**src/rtl/rvg_pkg.sv**
```systemverilog
`timescale 1ns / 1ps

package rvg_pkg;

	localparam int COORD_W    = 12;
	localparam int CFG_IDX_W  = 3;
	localparam int CFG_DATA_W = 32;
	localparam int R2_W       = 19;
	localparam int ROOT_W     = 18;
	localparam int SQ_W       = 22;
	localparam int GAIN_W     = 16;
	localparam int COEF_W     = 16;

	localparam int SQRT_STEPS  = 3;
	localparam int SQRT_STAGES = ROOT_W / SQRT_STEPS;

	localparam int MAX_WIDTH_DEF  = 4096;
	localparam int MAX_HEIGHT_DEF = 4096;

	localparam logic [R2_W-1:0] R2_MAX = '1;
	localparam logic signed [GAIN_W-1:0] GAIN_ONE = 16'sh1000;

	typedef enum logic [CFG_IDX_W-1:0] {
		REG_CENTER_X,
		REG_CENTER_Y,
		REG_INV_RADIUS_SQ,
		REG_COEF_ROOT,
		REG_COEF_LINEAR,
		REG_COEF_SQUARE
	} reg_index_t;

	typedef struct packed {
		logic [15:0]               center_x;
		logic [15:0]               center_y;
		logic [31:0]               inv_radius_sq;
		logic signed [COEF_W-1:0]  coef_root;
		logic signed [COEF_W-1:0]  coef_linear;
		logic signed [COEF_W-1:0]  coef_square;
	} cfg_t;

	typedef struct packed {
		logic [R2_W-1:0] r2;
		logic            sat;
	} radius_t;

	typedef struct packed {
		logic [ROOT_W-1:0] root;
		logic [R2_W-1:0]   r2;
		logic [SQ_W-1:0]   sq;
		logic              sat;
	} terms_t;

endpackage

```
**src/rtl/rvg_sqrt.sv**
```systemverilog
`timescale 1ns / 1ps

module rvg_sqrt (
	input  logic              clk,
	input  logic              arst_n,
	input  logic              in_valid,
	output logic              in_ready,
	input  rvg_pkg::radius_t  in_data,
	output logic              out_valid,
	input  logic              out_ready,
	output rvg_pkg::terms_t   out_data
);
	import rvg_pkg::*;

	localparam int REM_W = ROOT_W + 2;
	localparam int RAD_W = 2 * ROOT_W;

	typedef struct packed {
		logic [REM_W-1:0]  rem;
		logic [ROOT_W-1:0] root;
		logic [RAD_W-1:0]  rad;
	} sqrt_t;

	typedef struct packed {
		logic [R2_W-1:0] r2;
		logic [SQ_W-1:0] sq;
		logic            sat;
	} side_t;

	function automatic sqrt_t sqrt_step(sqrt_t s);
		logic [REM_W+1:0] rem_x;
		logic [REM_W+1:0] trial;
		sqrt_t            n;
		rem_x = {s.rem, s.rad[RAD_W-1 -: 2]};
		trial = {2'b00, s.root, 2'b01};
		n.rad = {s.rad[RAD_W-3:0], 2'b00};
		if (rem_x >= trial) begin
			n.rem  = REM_W'(rem_x - trial);
			n.root = {s.root[ROOT_W-2:0], 1'b1};
		end else begin
			n.rem  = rem_x[REM_W-1:0];
			n.root = {s.root[ROOT_W-2:0], 1'b0};
		end
		return n;
	endfunction

	function automatic sqrt_t sqrt_stage(sqrt_t s);
		sqrt_t t;
		t = s;
		for (int i = 0; i < SQRT_STEPS; i++) begin
			t = sqrt_step(t);
		end
		return t;
	endfunction

	logic  v_s   [SQRT_STAGES];
	logic  rdy   [SQRT_STAGES];
	sqrt_t sq_s  [SQRT_STAGES];
	side_t side_s[SQRT_STAGES];
	sqrt_t nxt   [SQRT_STAGES];

	sqrt_t             init_w;
	side_t             side_w;
	logic [2*R2_W-1:0] prod_w;

	always_comb begin
		init_w.rem  = '0;
		init_w.root = '0;
		init_w.rad  = RAD_W'({in_data.r2, 16'b0});
		prod_w      = {{R2_W{1'b0}}, in_data.r2} * {{R2_W{1'b0}}, in_data.r2};
		side_w.r2   = in_data.r2;
		side_w.sq   = prod_w[16 +: SQ_W];
		side_w.sat  = in_data.sat;
		for (int k = 0; k < SQRT_STAGES; k++) begin
			nxt[k] = sqrt_stage((k == 0) ? init_w : sq_s[(k == 0) ? 0 : k - 1]);
		end
		rdy[SQRT_STAGES-1] = !v_s[SQRT_STAGES-1] || out_ready;
		for (int k = SQRT_STAGES - 2; k >= 0; k--) begin
			rdy[k] = !v_s[k] || rdy[k+1];
		end
	end

	assign in_ready = rdy[0];

	always_ff @(posedge clk or negedge arst_n) begin
		if (!arst_n) begin
			for (int k = 0; k < SQRT_STAGES; k++) v_s[k] <= 1'b0;
		end else begin
			if (rdy[0]) v_s[0] <= in_valid;
			for (int k = 1; k < SQRT_STAGES; k++) begin
				if (rdy[k]) v_s[k] <= v_s[k-1];
			end
		end
	end

	always_ff @(posedge clk) begin
		if (rdy[0] && in_valid) begin
			sq_s[0]   <= nxt[0];
			side_s[0] <= side_w;
		end
		for (int k = 1; k < SQRT_STAGES; k++) begin
			if (rdy[k] && v_s[k-1]) begin
				sq_s[k]   <= nxt[k];
				side_s[k] <= side_s[k-1];
			end
		end
	end

	assign out_valid     = v_s[SQRT_STAGES-1];
	assign out_data.root = sq_s[SQRT_STAGES-1].root;
	assign out_data.r2   = side_s[SQRT_STAGES-1].r2;
	assign out_data.sq   = side_s[SQRT_STAGES-1].sq;
	assign out_data.sat  = side_s[SQRT_STAGES-1].sat;

endmodule

```
**config.mk**
```make
export PLATFORM = sky130hd
export DESIGN_NAME = rvg_sqrt
export DESIGN_NICKNAME = d
export VERILOG_FILES = /design/src/rtl/rvg_pkg.sv /design/src/rtl/rvg_sqrt.sv
export SDC_FILE = /design/constraint.sdc
export NUM_CORES = 1
export LEC_CHECK = 0
export CORE_MARGIN = 1.5
export CORE_UTILIZATION = 55
export CTS_CLUSTER_SIZE = 14
export DETAILED_ROUTE_END_ITERATION = 8
export DONT_BUFFER_PORTS = 1
export PLACE_DENSITY_LB_ADDON = 0.3
export SLEW_MARGIN = 40
export SYNTH_ARGS = -nofsm -noshare
export SYNTH_HDL_FRONTEND = slang
export SYNTH_SLANG_ARGS = --single-unit
```
**constraint.sdc**
```tcl
create_clock -name clk -period 10.8 [get_ports clk]
set_input_delay 0.54 -clock clk [delete_from_list [all_inputs] [get_ports clk]]
set_output_delay 0.54 -clock clk [all_outputs]
set_load 0.1 [all_outputs]
```
* Yosys cells after proc, flatten, opt, wreduce, memory -nomap -nowiden
Memories as Yosys holds them, arrays and structs flattened.
Cells that the tools add are included.
** Storage, ports and cells
- Register bits after elaboration :: 6
- Latch bits :: 0
- Bits in writable memories :: 660
- ROM bits :: 0
- Input bits :: 24
- Output and inout port bits :: 62
- Logic and storage cells :: 93
- Memories kept :: 2
** Cells by class
- Add/sub/neg operators :: 18
- Multipliers :: 1
- Div/mod/pow operators :: 0
- Order comparisons :: 18
- Eq/ne operators :: 0
- Shift-type cells :: 0
- Multiplexer cells :: 30
- Bitwise operators :: 0
- Reduce and logical (&&, ||, !) cells :: 18
** Memory list
- sq_s :: words 6, bits a word 68, read ports 6, clocked after memory_dff 0, wr ports 6, line rvg_sqrt.sv:58 : sqrt_t sq_s [SQRT_STAGES];
- side_s :: words 6, bits a word 42, read ports 6, clocked after memory_dff 0, wr ports 6, line rvg_sqrt.sv:59 : side_t side_s[SQRT_STAGES];
** Operators by type and width (count)
- $mux 38 :: 18
- $ge 22x20->1 :: 17
- $sub 20x20->20 :: 17
- $mul 19x19->38 :: 1
- $mux 1 :: 12
- $logic_and 1x1->1 :: 6
- $logic_not 1->1 :: 6
- $logic_or 1x1->1 :: 6
- $sub 1x1->2 const B :: 1
- $ge 1x1->1 const B :: 1

* Logic depth before layout (Yosys ltp)
- Depth in word-level cells :: 10
- Mapped depth :: 45
- Gate-level depth less buffers :: 42

* Worst setup path before layout
OpenSTA, ideal clock, no wires.
- Path type :: reg-to-reg
- Start point :: mem sq_s[3][49] (netlist name)
- End point :: mem sq_s[4][55] (netlist name), data pin
- Setup time :: 260 ps
- Arrival time :: 8355 ps
- Data required time :: 10540 ps
- Slack :: 2186 ps
- Stages on the path, launching flop included :: 40
- Path buffers :: 4
- Clock period less this slack :: 8614 ps
- Cells stage by stage :: edfxtp_1 -> inv_1 -> ha_1 -> inv_1 -> fa_1 -> nor2b_1 -> o31ai_1 -> a21oi_1 -> nor2_1 -> nand3_1 -> inv_1 -> clkbuf_1 -> clkbuf_1 -> nand2_1 -> nand2_1 -> ha_1 -> a211oi_1 -> o21bai_1 -> [4 not listed] -> nor4b_2 -> clkbuf_1 -> ha_1 -> inv_1 -> ha_1 -> a21o_1 -> a21oi_1 -> o21bai_1 -> nand3_1 -> a21bo_2 -> a21oi_1 -> o41ai_1 -> nor2_1 -> a211oi_1 -> nor4bb_1 -> nand2_1 -> clkbuf_1 -> mux2_2
** RTL lines (line)
- start, declared :: rvg_sqrt.sv:58

==> impl_metrics.csv <==
group,metric,value,unit
finish,antenna_cells,0,
yosys,ys_seq_elements,413,
sta,fin_tns_setup,0,ns
yosys,postSynthAreaPerCell,10.7,um^2
placement,placed_area,34400,um^2
finish,stdcell_count,3930,
sta,final_max_slew_viol_count,0,
die,rows,89,
setup_path,crit_fanout,23,
sta,grt_setup_unrepaired,"no",
sta,layout_setup_ws,1.05,ns
sta,post-route-period-util,0.903,
sta,tightest_slew,0.914,ns
setup_path,cp.required,11.11,ns
clock_tree,post_cts_buffers,0,
yosys,synth-edff-count,407,
finish,post-route-util,0.609,
yosys,synthCells,3102,
yosys,synthesis.area,33100,um^2
outcome,violations,"design-rule violations",
die,dieArea,61600,um^2
placement,post-dp-hpwl,58300,um
global_route,grt_pass1_vias,23287,
hold_path,worstHoldPathType,"input pin to flop",
sta,hold_slack,0.0633,ns
setup_path,slowest_stage,"o31ai_1",
yosys,synth_nets,3667,
global_route,grt_usage,0.251,
pwr,power,10.5,mW
hold_path,worstHoldPathCells,0,
pwr,leakage,15.5,nW
sta,fin_skew,0.0257,ns
die,initial_core_util,0.558,
setup_path,critPathKind,"flop to flop",
die,die_h,248,um
detailed_routing,drc,5,
detailed_routing,wirelength,75500,um
global_route,grt_max_degree,76,
finish,synthToLayoutAreaGrowth,9.18,%
sta,period_minus_slack,9.75,ns
placement,placedCellCount,3842,
die,fp.dieW,248,um
global_route,grt_pass1_wl,122000,um
placement,portBuffers,0,
yosys,synth_flop_cell,"edfxtp_1",
clock_tree,clockBufferDepth,3,
setup_path,worst-path-buf-inv,6,
setup_path,rr_worst_depth,36,
die,core_area,59200,um^2
detailed_routing,vias_per_cell,5.80,
detailed_routing,routedWlPerCell,19.2,um
pwr,power_density,290,nW/um^2
sta,max_clock_freq,0.103,GHz
global_route,overflow,0,
placement,gp_congestion,0.913,
finish,nets,3685,
clock_tree,numClockSinks,413,
die,top_level_ports,86,
global_route,antenna_found_initial,1,
hold_path,hold_end,"side_s[0][33]",
job,cap_violations,0,
detailed_routing,drt_first_iter_violations,1553,
setup_path,critPathTopFamily,"compound AO/OA/AOI/OAI gates",
placement,preCtsSetupSlack,1.26,ns
yosys,yosys-top-cells-area,"edfxtp_1, fa_1, ha_1, inv_1, xnor2_1",
sta,setup_viol,0,
detailed_routing,ant_nets,0,
pwr,ir_drop,0.000354,V
clock_tree,clk_latency,0.58,ns
clock_tree,clk_pin_slew_worst_paths,0.06,ns
sta,hold_viol_final,0,
detailed_routing,dr.pass1.iters,9,
detailed_routing,vias,22808,
yosys,synth_top_area_frac,0.370,
setup_path,cp.arrival,10.06,ns
setup_path,critPathLaunchType,"flop",
yosys,yosys_warnings,0,
finish,drive_gt1_frac,0.0653,
setup_path,r2r-end,"sq_s[4][62]",
clock_tree,clockRootBuffer,"clkbuf_16",
clock_tree,numCtsBuffers,45,
setup_path,r2r_setup_slack,1.05,ns
yosys,synth_cell_type_count,101,
yosys,yosysTopAreaCell,"edfxtp_1",
finish,final_area,36100,um^2
setup_path,cp-end-kind,"flop",
outcome,outcome,"finished, violations left",
hold_path,min_from,"in_data[11]",
clock_tree,tritoncts,"yes",
yosys,ys_seq_area_frac,0.374,
setup_path,slowest_delay,0.69,ns
setup_path,r2r_start,"sq_s[3][49]",
clock_tree,htree_levels,2,
clock_tree,ctsResizeCount,0,
sta,relSlewSlack,0.392,
yosys,async_flop_share,0.0145,
==> cell usage in the layout (no fill, tap or decap), types with 24 or more instances in the layout <==
| cell type | instances |
|---|---|
| o21ai_0 | 126 |
| xnor2_1 | 133 |
| a21oi_1 | 162 |
| fa_1 | 252 |
| nand4_1 | 24 |
| o21bai_1 | 27 |
| clkbuf_16 | 50 |
| a21o_1 | 47 |
| nor2b_1 | 35 |
| edfxtp_1 | 407 |
| nand2_1 | 218 |
| and2_1 | 88 |
| or3_1 | 29 |
| nand3_1 | 39 |
| nor3_1 | 63 |
| nor2_1 | 240 |
| inv_1 | 394 |
| xor2_1 | 63 |
| ha_1 | 289 |
| o21a_1 | 34 |
==> cell type report <==
cell class / instances / area (um^2)
tap: 773 / 967
clock buffer: 58 / 1250
clock inverter: 26 / 359
sequential: 413 / 12400
inverter: 402 / 1510
timing repair buffer: 39 / 686
multi-input combinational: 2219 / 18900
fill: 4694 / 23200
==> Yosys cell counts, types with 30 or more instances <==
cell type  number
nand3_1        40
inv_1         394
edfxtp_1      407
nor2_1        240
o21ai_0       126
xor2_1         63
or3_1          30
a21o_1         47
nand2_1       218
o21a_1         34
nor2b_1        37
fa_1          252
xnor2_1       133
ha_1          289
clkbuf_1       47
and2_1         91
nor3_1         63
a21oi_1       163
==> kinds of logic after synthesis <==
logic type | synth area share
AO/OA/AOI/OAI | 0.113
XOR/XNOR | 0.0524
adder cells (fa/ha/maj) | 0.262
buffers and inverters | 0.0548
flip-flops | 0.374
multiplexers | 0.0107
AND/OR/NAND/NOR | 0.132
==> layer usage <==
layer	global-route usage	up-vias	part of all wire
li1	-	10838	-
met1	0.324	11098	0.42
met2	0.432	748	0.49
met3	0.0461	124	0.067
met4	0.0698	0	0.024
met5	0	-	0
==> worst max path at each step <==
stage	to	from	cells past startpoint
after floorplan	sq_s[4][55]	sq_s[3][49]	39
after global placement	sq_s[4][55]	sq_s[3][49]	36
after detailed placement	sq_s[4][62]	sq_s[3][49]	36
after CTS	sq_s[4][62]	sq_s[3][49]	36
after global routing	sq_s[4][55]	sq_s[3][49]	36
final	sq_s[4][62]	sq_s[3][49]	36
==> state kept, by name (all words and copies together) (netlist names) <==
signal     flops
side_s       246
sq_s         161
v_s            5
out_valid      1
==> timing repair <==
item / CTS / global route
setup endpoints to repair: 0 / 0
hold buffers: 1 / 0
hold endpoints to repair: 6 / 0
==> power by group <==
part / switching (mW) / internal (mW)
registers: 0.338 / 2.49
logic: 3.46 / 2.54
clock network: 0.629 / 1.01
total: 4.42 / 6.04
No activity file was read; power rests on OpenSTA's default activity.
