File: src/rtl/rvg_pkg.sv
`timescale 1ns / 1ps

package rvg_pkg;

	localparam int COORD_W    = 12;
	localparam int CFG_IDX_W  = 3;
	localparam int CFG_DATA_W = 32;
	localparam int R2_W       = 19;
	localparam int ROOT_W     = 18;
	localparam int SQ_W       = 22;
	localparam int GAIN_W     = 16;
	localparam int COEF_W     = 16;

	localparam int SQRT_STEPS  = 3;
	localparam int SQRT_STAGES = ROOT_W / SQRT_STEPS;

	localparam int MAX_WIDTH_DEF  = 4096;
	localparam int MAX_HEIGHT_DEF = 4096;

	localparam logic [R2_W-1:0] R2_MAX = '1;
	localparam logic signed [GAIN_W-1:0] GAIN_ONE = 16'sh1000;

	typedef enum logic [CFG_IDX_W-1:0] {
		REG_CENTER_X,
		REG_CENTER_Y,
		REG_INV_RADIUS_SQ,
		REG_COEF_ROOT,
		REG_COEF_LINEAR,
		REG_COEF_SQUARE
	} reg_index_t;

	typedef struct packed {
		logic [15:0]               center_x;
		logic [15:0]               center_y;
		logic [31:0]               inv_radius_sq;
		logic signed [COEF_W-1:0]  coef_root;
		logic signed [COEF_W-1:0]  coef_linear;
		logic signed [COEF_W-1:0]  coef_square;
	} cfg_t;

	typedef struct packed {
		logic [R2_W-1:0] r2;
		logic            sat;
	} radius_t;

	typedef struct packed {
		logic [ROOT_W-1:0] root;
		logic [R2_W-1:0]   r2;
		logic [SQ_W-1:0]   sq;
		logic              sat;
	} terms_t;

endpackage

File: src/rtl/rvg_poly.sv
`timescale 1ns / 1ps

module rvg_poly (
	input  logic                              clk,
	input  logic                              arst_n,
	input  rvg_pkg::cfg_t                     cfg,
	input  logic                              in_valid,
	output logic                              in_ready,
	input  rvg_pkg::terms_t                   in_data,
	output logic                              out_valid,
	input  logic                              out_ready,
	output logic signed [rvg_pkg::GAIN_W-1:0] gain,
	output logic                              saturated
);
	import rvg_pkg::*;

	localparam int ACC_W = 40;
	localparam logic signed [ACC_W-1:0] ACC_ONE  = ACC_W'(64'sd1 <<< 28);
	localparam logic signed [ACC_W-1:0] ACC_HALF = ACC_W'(64'sd1 <<< 15);
	localparam logic signed [23:0] G_HI = 24'sd32767;
	localparam logic signed [23:0] G_LO = -24'sd32768;

	logic v_p1, v_p2, v_p3;
	logic rdy1, rdy2, rdy3;

	logic signed [34:0]       ma_p1;
	logic signed [35:0]       mb_p1;
	logic signed [38:0]       mc_p1;
	logic                     sat_p1, sat_p2, sat_p3;
	logic signed [ACC_W-1:0]  acc_p2;
	logic signed [GAIN_W-1:0] gain_p3;

	logic signed [34:0]       ma_w;
	logic signed [35:0]       mb_w;
	logic signed [38:0]       mc_w;
	logic signed [ACC_W-1:0]  acc_w;
	logic signed [ACC_W-1:0]  rnd_w;
	logic signed [23:0]       g_w;
	logic signed [GAIN_W-1:0] gain_w;
	logic                     sat_w;
	logic                     coef_zero;

	assign rdy3 = !v_p3 || out_ready;
	assign rdy2 = !v_p2 || rdy3;
	assign rdy1 = !v_p1 || rdy2;
	assign in_ready = rdy1;

	always_comb begin
		ma_w  = cfg.coef_root * $signed({1'b0, in_data.root});
		mb_w  = cfg.coef_linear * $signed({1'b0, in_data.r2});
		mc_w  = cfg.coef_square * $signed({1'b0, in_data.sq});
		acc_w = ACC_ONE + ACC_W'(ma_p1) + ACC_W'(mb_p1) + ACC_W'(mc_p1);
		rnd_w = acc_p2 + ACC_HALF;
		g_w   = rnd_w[39:16];
		coef_zero = (cfg.coef_root == '0) && (cfg.coef_linear == '0) &&
			(cfg.coef_square == '0);
		sat_w  = sat_p2;
		gain_w = g_w[GAIN_W-1:0];
		if (g_w > G_HI) begin
			gain_w = 16'sh7FFF;
			sat_w  = 1'b1;
		end else if (g_w < G_LO) begin
			gain_w = 16'sh8000;
			sat_w  = 1'b1;
		end
		if (coef_zero) begin
			gain_w = GAIN_ONE;
			sat_w  = 1'b0;
		end
	end

	always_ff @(posedge clk or negedge arst_n) begin
		if (!arst_n) begin
			v_p1 <= 1'b0;
			v_p2 <= 1'b0;
			v_p3 <= 1'b0;
		end else begin
			if (rdy1) v_p1 <= in_valid;
			if (rdy2) v_p2 <= v_p1;
			if (rdy3) v_p3 <= v_p2;
		end
	end

	always_ff @(posedge clk) begin
		if (rdy1 && in_valid) begin
			ma_p1  <= ma_w;
			mb_p1  <= mb_w;
			mc_p1  <= mc_w;
			sat_p1 <= in_data.sat;
		end
		if (rdy2 && v_p1) begin
			acc_p2 <= acc_w;
			sat_p2 <= sat_p1;
		end
		if (rdy3 && v_p2) begin
			gain_p3 <= gain_w;
			sat_p3  <= sat_w;
		end
	end

	assign out_valid = v_p3;
	assign gain      = gain_p3;
	assign saturated = sat_p3;

endmodule

File: config.mk
export PLATFORM = sky130hd
export DESIGN_NAME = rvg_poly
export DESIGN_NICKNAME = d
export VERILOG_FILES = /design/src/rtl/rvg_pkg.sv /design/src/rtl/rvg_poly.sv
export SDC_FILE = /design/constraint.sdc
export NUM_CORES = 2
export LEC_CHECK = 0
export BUFFER_PORTS_ARGS = -buffer_cell sky130_fd_sc_hd__buf_2
export CORE_UTILIZATION = 70
export DETAILED_ROUTE_END_ITERATION = 8
export GPL_ROUTABILITY_DRIVEN = 0
export PLACE_DENSITY = 0.95
export SKIP_CTS_REPAIR_TIMING = 1
export SYNTH_ARGS = -nofsm -noshare
export SYNTH_HDL_FRONTEND = slang
export SYNTH_SLANG_ARGS = --single-unit
File: constraint.sdc
create_clock -name clk -period 10.65 [get_ports clk]
set_clock_uncertainty 0.15 [all_clocks]
set_input_delay 0 -clock clk [delete_from_list [all_inputs] [get_ports clk]]
set_output_delay 0 -clock clk [all_outputs]
set_load 0.005 [all_outputs]
Word-level counts from Yosys, hierarchy flattened:

Cells that the tools add are included.

* flip-flop bits (word level): 172
* latch bits: 0
* RAM bits: 0
* memory bits (read-only): 0
* bits of input ports: 176
* output and inout bits: 19
* word-level logic and storage cells: 40
* memories kept: 0

* add/sub/neg operators: 4
* multiply operators: 3
* divide/modulo/power cells: 0
* $lt $le $gt $ge: 2
* equal/unequal tests: 0
* shift operators: 0
* mux-type cells: 4
* bitwise logic cells: 0
* reductions and logical operators: 15

Operator list (number)
* logical NOT 16 bit: 3
* adder 37 x 39 -> 40 bit: 1
* adder 40 x 17 -> 40 bit (second input constant): 1
* multiplier 16 x 23 -> 39 bit: 1
* adder 36 x 36 -> 37 bit: 1
* adder 30 x 35 -> 36 bit (first input constant): 1
* multiplier 16 x 20 -> 36 bit: 1
* multiplier 16 x 19 -> 35 bit: 1
* > comparator 24 x 16 -> 1 bit (second input constant): 1
* less-than comparator 24 x 16 -> 1 bit (second input constant): 1
* two-way mux 16 bit: 1
* two-way mux 15 bit: 1
* logical AND 1 bit: 5
* logical NOT 1 bit: 3
* logical OR 1 bit: 3
* two-way mux 1 bit: 2
* OR reduction 2 bit: 1

Longest topological paths before layout:

* depth after elaboration: 5
* gate-level depth with buffers: 26

Least setup slack after synthesis:

No wires, ideal clock.

* path type: input to register
* from: in cfg[33] (netlist name)
* to: reg ma_p1[34], data pin
* data arrival time: 5817 ps
* data required time: 10236 ps
* setup slack: 4419 ps
* stages on the path: 22
* path buffers: 2
* path through: clkbuf_1 > clkbuf_1 > nand2_1 > fa_1 > inv_1 > fa_1 > inv_1 > fa_1 > fa_1 > fa_1 > fa_1 > inv_1 > ha_1 > o21ai_1 > a211oi_1 > nand2_1 > nor4b_2 > o31ai_4 > a2111oi_2 > or2_1 > o41ai_2 > xnor2_1

* word-level cells in the longest chain between the ends: 1

Ends and longest elaborated chain
* start: declaration: line rvg_poly.sv:6 `input rvg_pkg::cfg_t cfg,`
* multiplier 16 x 19 -> 35 bit: line rvg_poly.sv:49 `ma_w = cfg.coef_root * $signed({1'b0, in_data.root});`
* net ma_w[34]: line rvg_poly.sv:33 `logic signed [34:0] ma_w;`
* end signal: assignment: line rvg_poly.sv:86 `ma_p1 <= ma_w;`
* end: declaration: line rvg_poly.sv:26 `logic signed [34:0] ma_p1;`

The timed path passes the listed nets, and every way through them passes these cells.
A chain may end at the register's enable or synchronous reset.

Worst setup path after layout:

* from: in in_data[23] (netlist name)
* to: reg mb_p1[34], data pin

* word-level cells in the longest chain between the ends: 1

Ends and longest elaborated chain
* start: declaration: line rvg_poly.sv:9 `input rvg_pkg::terms_t in_data,`
* multiplier 16 x 20 -> 36 bit: line rvg_poly.sv:50 `mb_w = cfg.coef_linear * $signed({1'b0, in_data.r2});`
* net mb_w[34]: line rvg_poly.sv:34 `logic signed [35:0] mb_w;`
* end signal: assignment: line rvg_poly.sv:87 `mb_p1 <= mb_w;`
* end: declaration: line rvg_poly.sv:27 `logic signed [35:0] mb_p1;`

The timed path passes the listed nets, and every way through them passes these cells.

==> summary.md <==
| Metric | Value |
|---|---|
| Synth warn | `0` |
| Number of max-cap violations | `0` |
| Global routing usage on met1 | `around 48%` |
| CP arrival | `between 6 and 7 ns` |
| Synthesis-to-finish area growth | `4.20%` |
| Worst Path Class, Setup | `primary input to register` |
| Core region area | `around 56000 um2` |
| Post-synthesis cell type count | `77` |
| Final HPWL DP | `around 80000 um` |
| Top Usage Layer GRT | `met2` |
| Storage element area | `4700 um2` |
| Seq/Total Area, Yosys | `a little under an eighth` |
| Vias in the first global route | `roughly 35k` |
| Synth Net Count | `5713` |
| Global-route wire length before repair | `roughly 180000 um` |
| Required @ worst endpoint | `around 11 ns` |
| Most used flip-flop cell after synthesis | `edfxtp_1` |
| Top-count cell post-synth | `inv_1` |
| Final Critical Period | `around 6.7 ns` |
| Synth top area cells | `fa_1 39%, ha_1 14%, edfxtp_1 12%, inv_1 9.2%, and2_1 5.6%` |
| Crit path launch type | `primary input` |
| Crit path capture | `mb_p1[34]$_DFFE_PP_` |
| GR met3 Demand/Resource | `a little over a tenth` |
| Post-synth ARST share | `under 10%` |
| Total GRT Usage | `40.4%` |
| RSZ-0062 raised after global routing | `false` |
| Clock root buffer | `clkbuf_16` |
| Nets@finish | `about 5.7k` |
| Routed vias | `approximately 32k` |
| CTS buffer count | `17` |
| Post-placement cell count | `5021` |
| Clk slew on worst S/H paths | `~0.080 ns` |
| R2r worst-path depth | `12` |
| Row cnt | `87` |
| Final hold vios | `0` |
| Final max-slew violation count | `0` |
| Max-slew headroom | `a little over an eighth` |
| Die ar. | `a little under 60000 um2` |
| Sink Count | `~160` |
| Fmax | `~150 MHz` |
| Post-Route WL | `around 110000 um` |
| CTS max path bufs | `2` |
| DRC | `2` |
| Share of cells above drive strength 1 | `under 10%` |
| Fin crit share | `roughly 63%` |
| Hold_ws | `between 0.02 and 0.025 ns` |
| Commonest cells post-synth | `977 x inv_1, 774 x fa_1, 597 x nand2_1` |
| TritonCTS clock tree | `built` |
| Antenna Nets Post-Route | `0` |
| Die W | `between 200 and 250 um` |
| Status | `complete, but fails checks` |
| Syn avg cell area | `9.30 um2` |
| Final std cells w/o fill | `5061` |
| IO Port Bufs | `130` |
| Yosys top cell by area | `fa_1` |
| Post-synth EDFFs | `roughly 150` |
| Setup violators final | `0` |
| Slew @ Worst Pin | `between 1 and 1.5 ns` |
| Drt initial violations | `slightly above 4k` |
| Failing checks | `design-rule violations` |
| Initial DRT Pass Iterations | `9` |
| FF-to-FF Start | `mb_p1[16]$_DFFE_PP_` |
| Largest net degree at the start of global routing | `74` |
| I/O pin cnt | `about 200` |
| Initial antenna violation count | `1` |
| Multi-input gate area | `31000 um2` |
| Setup TNS Final | `0 ns` |
| H-tree Lvls | `4` |
| Critical path origin | `in_data[23]` |
| Vias per cell | `about 6.4` |
| CP endpoint kind | `register` |
| FILL cells | `between 3k and 4k` |
| GRT overflow | `0` |
| Die height | `around 240 um` |
| Critical R2R Capture | `acc_p2[37]$_DFFE_PP_` |
| CP max FO | `16` |
| GRT met2 Usage | `between 60% and 70%` |
| Synth top area share | `38.7%` |
| Initial core utilization | `70.9%` |
| Synthesized area | `40000 um2` |
| Avg WL per Cell | `22.0 um` |
| Number of synthesized register bits | `between 150 and 200` |
| Hold Path Class | `primary input to register` |
| FF-to-FF setup slack | `between 5 and 6 ns` |
| Cells after synthesis | `about 4.3k` |
| Clk_lat worst skew | `0.44 ns` |
[critical path, cell delays in order]
cell and delay (ns):
dlygate4sd3_1 0.53, buf_2 0.35, nand2_1 0.12, fa_1 0.41
fa_1 0.52, inv_1 0.04, ha_1 0.16, inv_1 0.09
fa_1 0.42, fa_1 0.54, fa_1 0.55, inv_1 0.05
ha_1 0.39, nand2_1 0.13, o21ai_0 0.19, a211oi_1 0.57
o22ai_1 0.29, o21ai_0 0.51, o21ai_0 0.23, a41oi_1 0.32
a21oi_1 0.12, xor2_1 0.16
[cell families after synthesis]
family,count (synthesis),synth area share [%]
AO/OA/AOI/OAI,366,6.01
AND/OR/NAND/NOR,1261,15.3
buffers and inverters,1143,10.8
flip-flops,157,11.7
multiplexers,4,0.109
XOR/XNOR,132,2.89
adder cells (fa/ha/maj),1237,53.2
[state kept, by name, summed over array words and instances, names as in the netlist]
register   count
mc_p1         39
mb_p1         36
ma_p1         35
acc_p2        25
gain          16
out_valid      1
sat_p1         1
sat_p2         1
saturated      1
v_p1           1
v_p2           1
[layer usage]
metal	vias to the layer above	wire, um
met5	-	0
met4	0	9190
met3	925	14500
met2	2875	52000
met1	15600	35400
li1	13100	-
[cell usage in the layout, fill, tap and decap left out, types with 14 or more instances in the layout]
master	count
clkbuf_16	17
o21ai_0	65
a31oi_1	18
o21a_1	18
buf_2	130
nor2b_1	14
nand2_1	597
fa_1	774
xor2_1	44
ha_1	463
edfxtp_1	154
and2_1	360
inv_1	977
a211oi_1	22
nor3_1	16
a21oi_1	103
a21o_1	50
nor2_1	119
o21bai_1	17
nand4_1	21
nand3_1	35
xnor2_1	88
nand2b_1	50
[worst min path at each step]
| stage | to | slack (ns) | cells past startpoint | start |
|---|---|---|---|---|
| after floorplan | out_valid$_DFFE_PN0P_ | -0.45 | 0 | arst_n |
| after global placement | v_p1$_DFFE_PN0N_ | -0.35 | 1 | arst_n |
| after detailed placement | out_valid$_DFFE_PN0P_ | -0.35 | 1 | arst_n |
| after CTS | v_p1$_DFFE_PN0N_ | -0.80 | 1 | arst_n |
| after global routing | ma_p1[0]$_DFFE_PP_ | 0.004 | 2 | in_data[42] |
| final | ma_p1[0]$_DFFE_PP_ | 0.02 | 2 | in_data[42] |
[through the flow]
| stage | utilization, % | worst slack, ns | cell area, um2 |
|---|---|---|---|
| after floorplan | - | 4.42 | 40000 |
| after global placement | 72.7 | 3.99 | 41000 |
| after detailed placement | 72.7 | 3.90 | 41000 |
| after CTS | 73.8 | 4.28 | 41600 |
| after global routing | 73.9 | 3.79 | 41700 |
| final | 73.9 | 3.98 | 41700 |
[layout make-up]
type,instances,area share (%)
multi-input cells,3000,74.4
flip-flops and latches,157,11.3
inverters,977,8.80
well taps,756,2.27
repair buffers,138,1.75
clock buffers,17,1.02
clock inverters,14,0.477
diodes,2,0.0120
Power is not shown: default switching activity piles up to over one toggle a cycle in this logic, so the estimate is an artifact.
