## src/rtl/rvg_pkg.sv

```systemverilog
`timescale 1ns / 1ps

package rvg_pkg;

	localparam int COORD_W    = 12;
	localparam int CFG_IDX_W  = 3;
	localparam int CFG_DATA_W = 32;
	localparam int R2_W       = 19;
	localparam int ROOT_W     = 18;
	localparam int SQ_W       = 22;
	localparam int GAIN_W     = 16;
	localparam int COEF_W     = 16;

	localparam int SQRT_STEPS  = 3;
	localparam int SQRT_STAGES = ROOT_W / SQRT_STEPS;

	localparam int MAX_WIDTH_DEF  = 4096;
	localparam int MAX_HEIGHT_DEF = 4096;

	localparam logic [R2_W-1:0] R2_MAX = '1;
	localparam logic signed [GAIN_W-1:0] GAIN_ONE = 16'sh1000;

	typedef enum logic [CFG_IDX_W-1:0] {
		REG_CENTER_X,
		REG_CENTER_Y,
		REG_INV_RADIUS_SQ,
		REG_COEF_ROOT,
		REG_COEF_LINEAR,
		REG_COEF_SQUARE
	} reg_index_t;

	typedef struct packed {
		logic [15:0]               center_x;
		logic [15:0]               center_y;
		logic [31:0]               inv_radius_sq;
		logic signed [COEF_W-1:0]  coef_root;
		logic signed [COEF_W-1:0]  coef_linear;
		logic signed [COEF_W-1:0]  coef_square;
	} cfg_t;

	typedef struct packed {
		logic [R2_W-1:0] r2;
		logic            sat;
	} radius_t;

	typedef struct packed {
		logic [ROOT_W-1:0] root;
		logic [R2_W-1:0]   r2;
		logic [SQ_W-1:0]   sq;
		logic              sat;
	} terms_t;

endpackage

```

## src/rtl/rvg_radius.sv

```systemverilog
`timescale 1ns / 1ps

module rvg_radius #(
	parameter int MAX_WIDTH  = rvg_pkg::MAX_WIDTH_DEF,
	parameter int MAX_HEIGHT = rvg_pkg::MAX_HEIGHT_DEF
) (
	input  logic                         clk,
	input  logic                         arst_n,
	input  rvg_pkg::cfg_t                cfg,
	input  logic                         in_valid,
	output logic                         in_ready,
	input  logic [rvg_pkg::COORD_W-1:0]  column,
	input  logic [rvg_pkg::COORD_W-1:0]  row,
	output logic                         out_valid,
	input  logic                         out_ready,
	output rvg_pkg::radius_t             out_data
);
	import rvg_pkg::*;

	localparam logic [COORD_W-1:0] COL_LIM = COORD_W'(MAX_WIDTH - 1);
	localparam logic [COORD_W-1:0] ROW_LIM = COORD_W'(MAX_HEIGHT - 1);

	logic v_s1, v_s2, v_s3, v_s4;
	logic rdy1, rdy2, rdy3, rdy4;

	logic signed [16:0] dx_s1, dy_s1;
	logic [32:0]        d2_s2;
	logic [48:0]        phi_s3, plo_s3;
	radius_t            r_s4;

	logic [COORD_W-1:0] col_c, row_c;
	logic signed [17:0] dx_w, dy_w;
	logic signed [33:0] sqx_w, sqy_w;
	logic [32:0]        d2_w;
	logic [48:0]        sum_w;
	logic [32:0]        r2_full;
	radius_t            r_w;

	assign rdy4 = !v_s4 || out_ready;
	assign rdy3 = !v_s3 || rdy4;
	assign rdy2 = !v_s2 || rdy3;
	assign rdy1 = !v_s1 || rdy2;
	assign in_ready = rdy1;

	always_comb begin
		col_c = (column > COL_LIM) ? COL_LIM : column;
		row_c = (row > ROW_LIM) ? ROW_LIM : row;
		dx_w = $signed({2'b00, col_c, 4'b0000}) - $signed({2'b00, cfg.center_x});
		dy_w = $signed({2'b00, row_c, 4'b0000}) - $signed({2'b00, cfg.center_y});
		sqx_w = dx_s1 * dx_s1;
		sqy_w = dy_s1 * dy_s1;
		d2_w = 33'(sqx_w[31:0]) + 33'(sqy_w[31:0]);
		sum_w = phi_s3 + {16'b0, plo_s3[48:16]};
		r2_full = sum_w[48:16];
		r_w.sat = |r2_full[32:R2_W];
		r_w.r2 = r_w.sat ? R2_MAX : r2_full[R2_W-1:0];
	end

	always_ff @(posedge clk or negedge arst_n) begin
		if (!arst_n) begin
			v_s1 <= 1'b0;
			v_s2 <= 1'b0;
			v_s3 <= 1'b0;
			v_s4 <= 1'b0;
		end else begin
			if (rdy1) v_s1 <= in_valid;
			if (rdy2) v_s2 <= v_s1;
			if (rdy3) v_s3 <= v_s2;
			if (rdy4) v_s4 <= v_s3;
		end
	end

	always_ff @(posedge clk) begin
		if (rdy1 && in_valid) begin
			dx_s1 <= dx_w[16:0];
			dy_s1 <= dy_w[16:0];
		end
		if (rdy2 && v_s1) d2_s2 <= d2_w;
		if (rdy3 && v_s2) begin
			phi_s3 <= {16'b0, d2_s2} * {33'b0, cfg.inv_radius_sq[31:16]};
			plo_s3 <= {16'b0, d2_s2} * {33'b0, cfg.inv_radius_sq[15:0]};
		end
		if (rdy4 && v_s3) r_s4 <= r_w;
	end

	assign out_valid = v_s4;
	assign out_data  = r_s4;

endmodule

```

## config.mk

```make
export PLATFORM = sky130hd
export DESIGN_NAME = rvg_radius
export DESIGN_NICKNAME = d
export VERILOG_FILES = /design/src/rtl/rvg_pkg.sv /design/src/rtl/rvg_radius.sv
export SDC_FILE = /design/constraint.sdc
export NUM_CORES = 2
export LEC_CHECK = 0
export ABC_CLOCK_PERIOD_IN_PS = 15300
export BUFFER_PORTS_ARGS = -buffer_cell sky130_fd_sc_hd__buf_2
export CAP_MARGIN = 20
export CORE_MARGIN = 8
export CORE_UTILIZATION = 53
export DETAILED_ROUTE_END_ITERATION = 6
export PLACE_DENSITY_LB_ADDON = 0.12
export SETUP_SLACK_MARGIN = 0.4
export SLEW_MARGIN = 20
export SYNTH_ARGS = -nofsm -noshare
export SYNTH_HDL_FRONTEND = slang
export SYNTH_SLANG_ARGS = --single-unit
```

## constraint.sdc

```tcl
create_clock -name clk -period 15.3 [get_ports clk]
set_input_delay 0 -clock clk [delete_from_list [all_inputs] [get_ports clk]]
set_output_delay 0 -clock clk [all_outputs]
set_load 0.1 [all_outputs]
```

* Word level (Yosys, flattened, before mapping)
Cells that the tools add are included.
** Word-level totals
- Register bits after elaboration :: 189
- Bits in latches :: 0
- Memory bits (writable) :: 0
- Bits in read-only memories :: 0
- Input port bits :: 140
- Output and inout bits :: 22
- Word-level logic and storage cells :: 36
- Memories :: 0
** Operators by class
- Add/subtract/negate cells :: 4
- Multiply operators :: 4
- Div/mod/pow operators :: 0
- Order comparisons :: 2
- Equality and inequality tests :: 0
- Shifts and indexed selects :: 0
- Muxes and demuxes :: 2
- Bitwise operators :: 0
- Reduce and logical (&&, ||, !) cells :: 13
** Operators by type and width (count)
- $mul A33 B16 Y49 :: 2
- $mul A17 B17 Y32 :: 2
- $add A49 B33 Y49 :: 1
- $sub A16 B16 Y17 :: 2
- $add A32 B32 Y33 :: 1
- $gt A12 B12 Y1 const B :: 2
- $mux W12 :: 2
- $reduce_or A14 Y1 :: 1
- $logic_and A1 B1 Y1 :: 4
- $logic_not A1 Y1 :: 4
- $logic_or A1 B1 Y1 :: 4

* Logic depth before layout (Yosys ltp)
- Depth after elaboration :: 6
- Mapped depth :: 37

* Worst setup path before layout
No wires, ideal clock.
- Kind :: register -> register
- From :: register dx_s1[2]
- To :: register d2_s2[31] (data pin)
- Library setup time :: 258 ps
- Data arrival time :: 7798 ps
- Path slack :: 7245 ps
- Cell stages (with the launch flop) :: 36
- Buffers on the path :: 2
- Period minus slack after synthesis :: 8055 ps
- Path through :: edfxtp_1 -> clkbuf_1 -> clkbuf_1 -> nand2_1 -> fa_1 -> fa_1 -> fa_1 -> fa_1 -> inv_1 -> fa_1 -> inv_1 -> fa_1 -> inv_1 -> ha_1 -> a21o_1 -> a21oi_2 -> nand2b_1 -> a211oi_1 -> a211oi_1 -> a211oi_1 -> o31a_1 -> a21boi_0 -> o21ai_0 -> nand2b_1 -> xor2_1 -> ha_1 -> a21o_1 -> a21oi_1 -> nor2b_1 -> o21ai_0 -> inv_1 -> o31a_1 -> o21ai_1 -> nand2b_1 -> a21oi_1 -> xnor2_1
** On the way
- Cells in the longest elaborated chain, start to end :: 2
** Ends and longest elaborated chain
- start, declared :: line rvg_radius.sv:26 : logic signed [16:0] dx_s1, dy_s1;
- start signal, assigned :: line rvg_radius.sv:75 : dx_s1 <= dx_w[16:0];
- $mul A17 B17 Y32 :: line rvg_radius.sv:50 : sqx_w = dx_s1 * dx_s1;
- $add A32 B32 Y33 :: line rvg_radius.sv:52 : d2_w = 33'(sqx_w[31:0]) + 33'(sqy_w[31:0]);
- via d2_w[31] :: line rvg_radius.sv:34 : logic [32:0] d2_w;
- end signal, assigned :: line rvg_radius.sv:78 : if (rdy2 && v_s1) d2_s2 <= d2_w;
- end, declared :: line rvg_radius.sv:27 : logic [32:0] d2_s2;
The timed path passes the listed nets, and every way through them passes these cells.
A chain may end at the register's enable or synchronous reset.

* Final worst setup path
- From :: register dx_s1[4]
- To :: register d2_s2[31] (data pin)
Same word-level chain as after synthesis.

==> flow_summary_export.csv <==
group,metric,value,unit
timing,totalNegativeSetupSlack,0,ps
worst_setup_path,rr_worst_depth,33,
route,final_antenna_net_count,0,
route,route.detailed.vias_per_inst,5.323,
timing,timing.fmax,0.1069,GHz
synthesis,synth_area,0.05902,sq mm
timing,final.min_clock_period,9356,ps
final_layout,post_route_cells_drive_above_1_share,3.942,%
worst_setup_path,critical_path_arrival,9630,ps
floorplan,floorplan.core_area,0.1105,sq mm
synthesis,synth-edff-count,169,
worst_setup_path,critical_path.max_fanout,16,
route,drtPass1Iterations,7,
worst_setup_path,critical-path-slowest-cell,"sky130_fd_sc_hd__edfxtp_1",
final_layout,final.fill_count,10150,
global_routing,grt_overflow_total,0,
cts,cts.repair_timing.setup_buffer_count,0,
route,wirelength,146.5,mm
worst_setup_path,critical_path.max_stage_delay,900,ps
final_layout,post-route-util,56.22,%
timing,timing_max_transition_violations_final,0,
timing,post-route-period-util,61.15,%
cts,clock_tree.htree_level_count,4,
floorplan,die-height,349.7,um
cts,cts_tree,"built",
worst_setup_path,critPathRequiredTime,15570,ps
floorplan,die_x,349.7,um
run,max_cap_violations,0,
timing,max_slew.worst_pin.slew,1001,ps
synthesis,synth.cells.most_frequent,"1538 x sky130_fd_sc_hd__inv_1, 1372 x sky130_fd_sc_hd__fa_1, 981 x sky130_fd_sc_hd__nand2_1",
synthesis,synthArstFlopShare,2.312,%
synthesis,dominant_cell_by_count_in_the_synthesized_netlist,"sky130_fd_sc_hd__inv_1",
min_path,worst_hold_startpoint,"cfg[111]",
route,wl_per_cell,18.76,um
global_routing,grt.total_usage,24.99,%
synthesis,synth-main-ff-cell,"sky130_fd_sc_hd__edfxtp_1",
timing,slew_headroom,33.30,%
cts,post_cts.resized_instances,0,
synthesis,number_of_warnings_issued_by_yosys,0,
synthesis,unique_masters_post_synth,76,
worst_setup_path,critical_path.startpoint_type,"flip-flop",
final_layout,finish.net_count,8316,
worst_setup_path,end_kind,"flip-flop",
cts,clk_pin_slew_worst_paths,90,ps
worst_setup_path,timing.setup.critical_path_class,"reg -> reg",
cts,cts_root_buf,"sky130_fd_sc_hd__clkbuf_16",
final_layout,multi_input_area,0.04716,sq mm
worst_setup_path,path_common_cell,"sky130_fd_sc_hd__fa_1",
worst_setup_path,timing.critical_path.from,"dx_s1[4]",
synthesis,post-synth-top-area-cell,"sky130_fd_sc_hd__fa_1",
cts,clock_latency,520,ps
placed_design,hpwlAfterDp,111.3,mm
final_layout,layout-area-overhead-vs-synth,5.279,%
synthesis,synthesis.nets,8321,
floorplan,die_area,0.1223,sq mm
synthesis,netlist.area_leader.share,46.54,%
route,total_via_count_after_detailed_routing,41550,
synthesis,synth_sequential_area_ratio,8.769,%
status,status,"finished clean",
timing,setup-violations-final,0,
timing,finalClockSkew,23.29,ps
synthesis,synth.ff_latch_count,173,
cts,cts.sink_count,173,
final_layout,layout.cells.non_filler,7805,
placed_design,placed_cells_incl_taps,7720,
route,remaining_drcs,0,
global_routing,antenna_found_initial,5,
cts,max-clock-path-buffers,2,
cts,number_of_buffers_inserted_during_clock_tree_synthesis,17,
floorplan,top_level_ports,162,
timing,final-hold-violation-count,0,
synthesis,syn_avg_cell_area,9.356,sq um
placed_design,gp_routability_congestion,0.8564,
global_routing,grt_pass1_wl,241.1,mm
min_path,min_delay_path_depth,4,
placed_design,buffers_on_ports,113,
synthesis,netlist_top_cells_area,"sky130_fd_sc_hd__fa_1 47%, sky130_fd_sc_hd__ha_1 11%, sky130_fd_sc_hd__inv_1 9.8%",
synthesis,synthCells,6308,
timing,grt_setup_unrepaired,"no",
floorplan,rows,122,
final_layout,layout.area.seq,0.005175,sq mm
global_routing,number_of_global_route_vias_before_repair,45810,
min_path,min_path_type,"in -> reg",
worst_setup_path,worstReg2RegStart,"dx_s1[4]",
floorplan,initial_utilization,53.40,%
global_routing,grt_max_degree,56,
route,detail_route.iter0.violations,2117,
final cells by class:
class                           instances  share of cell area, %
Timing Repair Buffer                  222                  2.437
Multi-Input combinational cell       4349                  75.90
Clock buffer                           17                 0.6847
Sequential cell                       173                  8.329
Antenna cell                            1               0.004028
Clock inverter                         15                 0.3484
Inverter                             1540                  9.304
Tap cell                             1488                  2.997
worst paths after layout:
check / to / slack (ps)
setup / recovery: d2_s2[31] / 5940
hold / removal: dx_s1[16] / 30
hold reg to reg: v_s2 / 490
max in group asynchronous: v_s2 / 14770
min in group asynchronous: out_valid / 370
setup reg to reg: d2_s2[31] / 5940
critical path, delay by kind of cell, from the launching register on:
kind                     cells  cell delay (ps)
adder cells (fa/ha/maj)      8             3720
AND/OR/NAND/NOR              5              570
buffers and inverters        4              260
AO/OA/AOI/OAI               14             3430
flip-flops                   1              900
XOR/XNOR                     2              240
routing by layer:
metal	GRT usage (%)	part of all wire, %	vias up
met5	0	0	-
met2	44.31	51	1117
met3	4.016	6.2	249
met1	31.63	40	21470
met4	7.117	2.7	0
li1	-	-	18710
per-stage QoR:
stage,area (sq um),hold WS [ps],worst slack (ps)
after global routing,62130,30.95,5383
after global placement,60960,-189.4,6204
final,62130,34.44,5944
after detailed placement,60960,-191.0,6099
after floorplan,59020,-295.6,7245
after CTS,62120,1.437,6045
cell families (layout without fill, tap and decap cells):
family / count (synthesis) / after routing / synth area share [%]
buffers and inverters: 1786 / 1794 / 11.37
and+or+nand+nor: 1768 / 1768 / 13.87
other: 0 / 1 / 0
DFF: 173 / 173 / 8.769
adders and majority gates: 1873 / 1873 / 57.16
muxes: 5 / 5 / 0.08904
xor gates and xnor gates: 219 / 219 / 3.250
AOI/OAI and AO/OA: 484 / 484 / 5.500
timing repair:
action,CTS,global route
hold buffers,52,0
hold endpoints to repair,41,0
setup endpoints to repair,0,0
placed cells by master (no fill, tap or decap), types with 57 or more instances in the layout:
cell	Yosys	final
sky130_fd_sc_hd__fa_1	1372	1372
sky130_fd_sc_hd__xor2_1	67	67
sky130_fd_sc_hd__o21ai_0	89	89
sky130_fd_sc_hd__buf_4	0	57
sky130_fd_sc_hd__buf_2	3	113
sky130_fd_sc_hd__nor2_1	147	147
sky130_fd_sc_hd__a21o_1	78	78
sky130_fd_sc_hd__a21oi_1	122	122
sky130_fd_sc_hd__edfxtp_1	169	169
sky130_fd_sc_hd__inv_1	1538	1538
sky130_fd_sc_hd__and2_1	415	413
sky130_fd_sc_hd__xnor2_1	152	152
sky130_fd_sc_hd__nand2_1	981	981
sky130_fd_sc_hd__ha_1	501	501
state kept, by name (all words and copies together), names as in the netlist:
register / flops
out_data: 20
d2_s2: 33
out_valid: 1
v_s2: 1
plo_s3: 33
v_s3: 1
phi_s3: 49
dx_s1: 17
dy_s1: 17
v_s1: 1
Power is left out: the tool's default activity adds up to more than one toggle a clock period on the data nets, which glitch-free logic cannot reach.
